**src/hw/rtl/assert_macros.svh**
```systemverilog
// assertion macros used by the top-level rtl file
`ifndef ASSERT_MACROS_SVH
`define ASSERT_MACROS_SVH

// implication checked on every rising clock edge outside reset
`define EGR_ASSERT_IMP(lbl, ante, cons, msg) \
  lbl: assert property (@(posedge clk) disable iff (!rst_n) (ante) |-> (cons)) \
    else $error(msg);

// implication whose consequent is checked in the cycle after the antecedent
`define EGR_ASSERT_NEXT(lbl, ante, cons, msg) \
  lbl: assert property (@(posedge clk) disable iff (!rst_n) (ante) |=> (cons)) \
    else $error(msg);

`endif

```
**src/hw/rtl/egr_pkg.sv**
```systemverilog
// types and codes of the exp-golomb and rice encoder
`timescale 1ns / 1ps
package egr_pkg;

  typedef enum logic [1:0] {
    CMD_UE   = 2'd0,
    CMD_SE   = 2'd1,
    CMD_RICE = 2'd2,
    CMD_RSVD = 2'd3
  } cmd_t;

  typedef enum logic [1:0] {
    ST_OK       = 2'd0,
    ST_INVALID  = 2'd1,
    ST_TOO_LONG = 2'd2
  } status_t;

  localparam int unsigned CodeW  = 64;
  localparam int unsigned LenW   = 7;
  localparam int unsigned ValueW = 32;
  localparam int unsigned KW     = 4;

  typedef struct packed {
    cmd_t                      command;
    logic signed [ValueW-1:0]  value;
    logic [KW-1:0]             rice_k;
  } in_item_t;

  typedef struct packed {
    logic [CodeW-1:0] code_bits;
    logic [LenW-1:0]  code_length;
    status_t          status;
  } out_item_t;

endpackage

```
**src/hw/rtl/egr_in_if.sv**
```systemverilog
// input channel: command, value and rice parameter with valid/ready
`timescale 1ns / 1ps
interface egr_in_if;
  import egr_pkg::*;

  logic                     valid;
  logic                     ready;
  cmd_t                     command;
  logic signed [ValueW-1:0] value;
  logic [KW-1:0]            rice_k;

  modport source (output valid, output command, output value, output rice_k, input ready);
  modport sink   (input valid, input command, input value, input rice_k, output ready);
endinterface

```
**src/hw/rtl/egr_out_if.sv**
```systemverilog
// result channel: codeword, length and status with valid/ready
`timescale 1ns / 1ps
interface egr_out_if;
  import egr_pkg::*;

  logic             valid;
  logic             ready;
  logic [CodeW-1:0] code_bits;
  logic [LenW-1:0]  code_length;
  status_t          status;

  modport source (output valid, output code_bits, output code_length, output status,
                  input ready);
  modport sink   (input valid, input code_bits, input code_length, input status,
                  output ready);
endinterface

```
**src/hw/rtl/egr_lod.sv**
```systemverilog
// leading-one detect over the 33-bit exp-golomb code number plus one
`timescale 1ns / 1ps
module egr_lod (
  input  logic [32:0] x,
  output logic [5:0]  msb
);
  always_comb begin
    msb = '0;
    for (int i = 0; i < 33; i++) begin
      if (x[i]) begin
        msb = 6'(i);
      end
    end
  end
endmodule

```
**src/hw/rtl/egr_encode.sv**
```systemverilog
// combinational codeword builder for one registered item
`timescale 1ns / 1ps
module egr_encode (
  input  egr_pkg::in_item_t  item,
  output egr_pkg::out_item_t res
);
  import egr_pkg::*;

  logic        neg;
  logic [32:0] ext;
  logic [32:0] mag;
  logic [32:0] mag2;
  logic [32:0] n_se;
  logic [32:0] n_eg;
  logic [32:0] x_eg;
  logic [5:0]  l_eg;
  logic [31:0] m_rice;
  logic [31:0] prefix;
  logic [31:0] mask;
  logic [15:0] rice_code;
  logic [7:0]  rice_len;
  logic        rice_long;

  assign neg  = item.value[31];
  assign ext  = {item.value[31], item.value};
  assign mag  = neg ? (~ext + 33'd1) : ext;
  assign mag2 = {mag[31:0], 1'b0};

  // signed mapping: positive to 2v-1, non-positive to -2v
  assign n_se = (neg || mag == '0) ? mag2 : (mag2 - 33'd1);
  assign n_eg = (item.command == CMD_SE) ? n_se : {1'b0, item.value};
  assign x_eg = n_eg + 33'd1;

  egr_lod u_lod (
    .x   (x_eg),
    .msb (l_eg)
  );

  // rice level mapping: positive to 2(v-1), negative to -2v-1
  assign m_rice    = neg ? (mag2[31:0] - 32'd1) : {mag[30:0] - 31'd1, 1'b0};
  assign prefix    = m_rice >> item.rice_k;
  assign mask      = (32'd1 << item.rice_k) - 32'd1;
  assign rice_code = (16'd1 << item.rice_k) | 16'(m_rice & mask);
  assign rice_len  = 8'(prefix[5:0]) + 8'd1 + 8'(item.rice_k);
  assign rice_long = (|prefix[31:6]) || (rice_len > 8'd64);

  always_comb begin
    res.code_bits   = '0;
    res.code_length = '0;
    res.status      = ST_INVALID;
    unique case (item.command) inside
      CMD_UE, CMD_SE: begin
        if (item.command == CMD_UE && neg) begin
          res.status = ST_INVALID;
        end else if (x_eg[32]) begin
          res.status = ST_TOO_LONG;
        end else begin
          res.code_bits   = {31'd0, x_eg};
          res.code_length = {l_eg, 1'b1};
          res.status      = ST_OK;
        end
      end
      CMD_RICE: begin
        if (mag == '0) begin
          res.status = ST_INVALID;
        end else if (rice_long) begin
          res.status = ST_TOO_LONG;
        end else begin
          res.code_bits   = {48'd0, rice_code};
          res.code_length = rice_len[6:0];
          res.status      = ST_OK;
        end
      end
      default: begin
        res.status = ST_INVALID;
      end
    endcase
  end
endmodule

```
**src/hw/rtl/exp_golomb_and_rice_encoder.sv**
```systemverilog
// top level: exp-golomb (ue/se) and golomb-rice codeword encoder
// path: an accepted item is held in the input register, then in the result register
// throughput: one item per cycle; a new item is taken every cycle while results drain
// the logic between the registers is egr_encode, with a 33-bit leading-one detect and a 32-bit shifter
// reset: synchronous, active low; clears both valid flags, payload registers are not reset
`timescale 1ns / 1ps
`include "assert_macros.svh"
module exp_golomb_and_rice_encoder (
  input logic      clk,
  input logic      rst_n,
  egr_in_if.sink   in_ch,
  egr_out_if.source out_ch
);
  import egr_pkg::*;

  // stage 1: registered input item
  logic      s1_valid_r;
  logic      s1_valid_nxt;
  in_item_t  s1_item_r;
  logic      s1_ready;

  // stage 2: registered result
  logic      out_valid_r;
  logic      out_valid_nxt;
  out_item_t out_item_r;
  out_item_t enc_res;

  logic      in_xfer;

  // result register frees when empty or when its transfer happens this cycle
  assign s1_ready    = !out_valid_r || out_ch.ready;
  // input register frees when empty or when it moves into the result register
  assign in_ch.ready = !s1_valid_r || s1_ready;
  assign in_xfer     = in_ch.valid && in_ch.ready;

  assign s1_valid_nxt  = in_ch.ready ? in_ch.valid : s1_valid_r;
  assign out_valid_nxt = s1_ready ? s1_valid_r : out_valid_r;

  always_ff @(posedge clk) begin
    if (!rst_n) begin
      s1_valid_r  <= 1'b0;
      out_valid_r <= 1'b0;
    end else begin
      s1_valid_r  <= s1_valid_nxt;
      out_valid_r <= out_valid_nxt;
    end
  end

  // payload capture, no reset needed
  always_ff @(posedge clk) begin
    if (in_xfer) begin
      s1_item_r.command <= in_ch.command;
      s1_item_r.value   <= in_ch.value;
      s1_item_r.rice_k  <= in_ch.rice_k;
    end
    if (s1_valid_r && s1_ready) begin
      out_item_r <= enc_res;
    end
  end

  // codeword logic between the two registers
  egr_encode u_encode (
    .item (s1_item_r),
    .res  (enc_res)
  );

  assign out_ch.valid       = out_valid_r;
  assign out_ch.code_bits   = out_item_r.code_bits;
  assign out_ch.code_length = out_item_r.code_length;
  assign out_ch.status      = out_item_r.status;

  // a failed code carries no bits and no length
  `EGR_ASSERT_IMP(a_fail_empty, out_valid_r && out_item_r.status != ST_OK, out_item_r.code_bits == '0 && out_item_r.code_length == '0, "failed code not cleared")
  // a good code has a length of 1 to 64 and nothing above it
  `EGR_ASSERT_IMP(a_ok_fits, out_valid_r && out_item_r.status == ST_OK, out_item_r.code_length != '0 && out_item_r.code_length <= 7'd64 && (out_item_r.code_bits >> out_item_r.code_length) == '0, "code exceeds its length")
  // an item leaving stage 1 shows up as a result next cycle
  `EGR_ASSERT_NEXT(a_s1_to_out, s1_valid_r && s1_ready, out_valid_r, "stage 1 item lost")

endmodule

```
**src/flat_wrapper.sv**
```systemverilog
// flat-port wrapper written by rule: the top's interface ports become plain ports
module exp_golomb_and_rice_encoder_flat import egr_pkg::*;
  (clk, rst_n, in_ch_valid, in_ch_command, in_ch_value, in_ch_rice_k, in_ch_ready, out_ch_valid, out_ch_code_bits, out_ch_code_length, out_ch_status, out_ch_ready);
  egr_in_if in_ch_i ();
  egr_out_if out_ch_i ();
  input logic clk;
  input logic rst_n;
  input wire logic [$bits(in_ch_i.valid)-1:0] in_ch_valid;
  input wire logic [$bits(in_ch_i.command)-1:0] in_ch_command;
  input wire logic [$bits(in_ch_i.value)-1:0] in_ch_value;
  input wire logic [$bits(in_ch_i.rice_k)-1:0] in_ch_rice_k;
  output wire logic [$bits(in_ch_i.ready)-1:0] in_ch_ready;
  output wire logic [$bits(out_ch_i.valid)-1:0] out_ch_valid;
  output wire logic [$bits(out_ch_i.code_bits)-1:0] out_ch_code_bits;
  output wire logic [$bits(out_ch_i.code_length)-1:0] out_ch_code_length;
  output wire logic [$bits(out_ch_i.status)-1:0] out_ch_status;
  input wire logic [$bits(out_ch_i.ready)-1:0] out_ch_ready;
  assign in_ch_i.valid = in_ch_valid;
  assign in_ch_i.command = in_ch_command;
  assign in_ch_i.value = in_ch_value;
  assign in_ch_i.rice_k = in_ch_rice_k;
  assign in_ch_ready = in_ch_i.ready;
  assign out_ch_valid = out_ch_i.valid;
  assign out_ch_code_bits = out_ch_i.code_bits;
  assign out_ch_code_length = out_ch_i.code_length;
  assign out_ch_status = out_ch_i.status;
  assign out_ch_i.ready = out_ch_ready;
  exp_golomb_and_rice_encoder u_core (.clk(clk), .rst_n(rst_n), .in_ch(in_ch_i), .out_ch(out_ch_i));
endmodule
```
**config.mk**
```make
export PLATFORM = sky130hd
export DESIGN_NAME = exp_golomb_and_rice_encoder_flat
export DESIGN_NICKNAME = d
export VERILOG_FILES = /design/src/hw/rtl/egr_pkg.sv /design/src/hw/rtl/egr_in_if.sv /design/src/hw/rtl/egr_out_if.sv /design/src/hw/rtl/egr_lod.sv /design/src/hw/rtl/egr_encode.sv /design/src/hw/rtl/exp_golomb_and_rice_encoder.sv /design/src/flat_wrapper.sv
export VERILOG_INCLUDE_DIRS = /design/src /design/src/hw/rtl
export SDC_FILE = /design/constraint.sdc
export NUM_CORES = 1
export LEC_CHECK = 0
export BUFFER_PORTS_ARGS = -buffer_cell sky130_fd_sc_hd__buf_2
export CAP_MARGIN = 10
export CORE_MARGIN = 2
export CORE_UTILIZATION = 30
export DETAILED_ROUTE_END_ITERATION = 12
export PLACE_DENSITY = 0.51
export SETUP_SLACK_MARGIN = 0.2
export SYNTH_ARGS = -nofsm -noshare
export SYNTH_HDL_FRONTEND = slang
export SYNTH_SLANG_ARGS = --single-unit
```
**constraint.sdc**
```tcl
create_clock -name clk -period 7 [get_ports clk]
set_input_delay 1.4 -clock clk [delete_from_list [all_inputs] [get_ports clk]]
set_output_delay 1.4 -clock clk [all_outputs]
set_load 0.02 [all_outputs]
```
==> qor.csv <==
metric;value;unit
Final Wtd Congestion;0.9467;
Total Die Area;31580;um^2
clock-pin slew on the worst setup and hold paths;70;ps
antenna violation net count after detailed routing;0;
n_diodes;0;
mapped cell area;9052;um^2
worst vdd ir;0.09372;mV
placed cell count;1574;
WL per Instance;20.92;um
Primary FF master, synth;edfxtp_1;
critical-path cell list;inv_1 -> ha_2 -> or4b_4 -> buf_4 -> o21ai_1 -> a211oi_1 -> buf_4 -> or4_1 -> or3_1 -> nand3_1 -> a32oi_1 -> mux2i_1 -> nand2_1 -> o21ai_1 -> ha_1 -> inv_1 -> fa_1 -> a21oi_1 -> nor2_1 -> o211ai_1 -> a41oi_2 -> or3_4 -> or3_1 -> o21ai_0;
RSZ-0062 raised after global routing;yes;
# DRC;0;
DRT Wirelength;33.38;mm
Clock Sinks;81;
setup TNS after final layout;0;ps
initial antenna violation count;0;
final worst path period share;92.61;%
clk_lat worst skew;360;ps
cts bufs inserted;9;
CTS root buffer;clkbuf_16;
Yosys reg bits;81;
Pre-Repair DR Iteration Count;5;
Max Fclk;154.3;MHz
vias in the first global route;8399;
Layout Utilization;35.11;%
Die Ht;177.7;um
Post-CTS Hold Buffers;0;
# H-tree levels;3;
CTS tree;done;
IO Pins;117;
status;complete, no violations;
ys async rst share;0;%
# setup viols final;0;
Setup CP Type;flop to flop;
fill cell count;3177;
first-pass GRT wire length;50.37;mm
Die Wd;177.7;um
Core ar.;29640;um^2
initial drt markers;916;
total number of vias;9261;
count leader, synth;nor2_1;
Tmin final;6483;ps
Mean Syn Cell Area;8.075;um^2
endpoint class of the critical path;flop;
pin count of the biggest net entering global routing;42;
Max-Cap Viols;0;
CP max FO;10;
Crit-path slowest cell;or4_1;
number of flops mapped to enable cells by yosys;79;
worst slew pin tran;1079;ps
Max Root-Sink Buffers;2;
post-synthesis sequential area ratio;26.65;%
Worst Path Arrival;6660;ps
Syn Inst Count;1121;
distinct cell type count of the synthesized netlist;95;
max incr delay on CP;610;ps
Final Skew;14.32;ps
Hold Crit Class;flop to flop;
max_slew headroom;27.91;%
Cell Count, Final, Fillers Out;1596;
IO buf count;84;
worst path required time;7180;ps
P&R area growth vs syn;14.95;%
Overflow after GRT;0;
top cell type's share of synthesized area;26.21;%
Nets;1252;
HPWL Detailed;26.35;mm
top post-synthesis cells by count;106 x nor2_1, 82 x nand2_1, 79 x edfxtp_1;
fraction of layout cells with a size suffix above 1;18.66;%
Reg2Reg Depth;24;
Tot GR Track Use;20.82;%
initial core utilization;30.54;%
final hold vios;0;
Site Rows;63;
synth top area cells;edfxtp_1 26%, xnor2_1 6.0%, nor2_1 4.4%, xor2_1 3.7%, nand2_1 3.4%;
Leakage;3.573;nW
hold path depth;1;
Synth Warn #;0;
Slew Viols, Final;0;
Synth area leader;edfxtp_1;
power density cells;167.3;nW/um^2
vias per cell;5.803;
crit path launch type;flop;
## timing repair
action | CTS | global route
resized for setup | 1 | 25
pin swaps | 0 | 2
setup endpoints to repair | 2 | 40
setup buffers | 0 | 6
## power by group
part / internal, W / leakage [nW] / switching, W
logic: 0.000206 / 2.65 / 0.000398
clock network: 0.000315 / 0.145 / 0.000226
registers: 0.000567 / 0.775 / 0.0000295
## layout by cell type (no fill, tap or decap), types with 16 or more instances in the layout
master / instances
a211oi_1: 17
a21oi_1: 53
a31oi_1: 17
buf_2: 84
buf_4: 61
conb_1: 32
edfxtp_1: 79
inv_1: 21
mux2i_1: 21
nand2_1: 81
nand3_1: 37
nand4_1: 27
nor2_1: 106
nor3_1: 35
nor4_1: 29
o211ai_1: 17
o21ai_0: 48
o22ai_1: 16
o31ai_1: 19
or3_1: 19
xnor2_1: 62
xor2_1: 37
## path summary, 6_finish.rpt
path | start | end | slack (ps)
max | u_core.s1_item_r[4]$_DFFE_PP_ | u_core.out_ch.code_bits[12]$_DFFE_PP_ | 520
max reg2reg | u_core.s1_item_r[4]$_DFFE_PP_ | u_core.out_ch.code_bits[12]$_DFFE_PP_ | 520
min reg2reg | u_core.s1_valid_r$_SDFFE_PN0N_ | u_core.out_ch.valid$_SDFFE_PN0P_ | 540
min | u_core.s1_valid_r$_SDFFE_PN0N_ | u_core.out_ch.valid$_SDFFE_PN0P_ | 540
## routing by layer
metal | global-route usage [%] | wire length, um
met1 | 30.41 | 15670
met2 | 31.22 | 14530
met3 | 3.363 | 2353
met4 | 6.284 | 826
met5 | 0 | 0
## kinds of logic (layout without fill, tap and decap cells)
family / count (synthesis) / count (layout) / synth area share, %
and+or+nand+nor: 456 / 456 / 27.10
AOI/OAI and AO/OA: 316 / 316 / 24.71
buffers and inverters: 130 / 184 / 7.187
xor gates and xnor gates: 100 / 100 / 9.675
DFF: 81 / 81 / 26.65
muxes: 28 / 28 / 3.303
adders and majority gates: 9 / 9 / 1.327
other: 1 / 32 / 0.04143
## state kept, by name, summed over array words and instances (netlist names)
register / flops
u_core.s1_item_r: 38
u_core.s1_valid_r: 1
u_core.out_ch.code_length: 7
u_core.out_ch.valid: 1
u_core.out_ch.status: 2
u_core.out_ch.code_bits: 32
## through the flow
step | hold slack (ps) | setup WS [ps] | power, W | cell area [um^2]
after floorplan | 476.8 | 536.3 | 0.001011 | 9169
after global placement | 511.8 | 202.3 | 0.001187 | 9937
after detailed placement | 509.6 | 159.7 | 0.001184 | 9937
after CTS | 536.6 | 229.6 | 0.001733 | 10260
after global routing | 569.3 | 168.0 | 0.001824 | 10410
final | 538.6 | 517.1 | 0.001741 | 10410
## critical path, delay by kind of cell (launching register included)
family                   cells  cell delay, ps
AND/OR/NAND/NOR              8            2710
multiplexers                 1             240
flip-flops                   1             380
buffers and inverters        4             620
adder cells (fa/ha/maj)      3             880
AO/OA/AOI/OAI                8            1460
## cell type report
cell class / count / area, um^2 / share of cell area (%)
Multi-Input combinational cell: 941 / 6221 / 59.78
Tap cell: 390 / 488.0 / 4.689
Clock inverter: 6 / 91.34 / 0.8777
Sequential cell: 81 / 2412 / 23.18
Inverter: 23 / 86.33 / 0.8296
Timing Repair Buffer: 145 / 878.3 / 8.441
Clock buffer: 10 / 229.0 / 2.200
(Power assumes the default switching activity.)
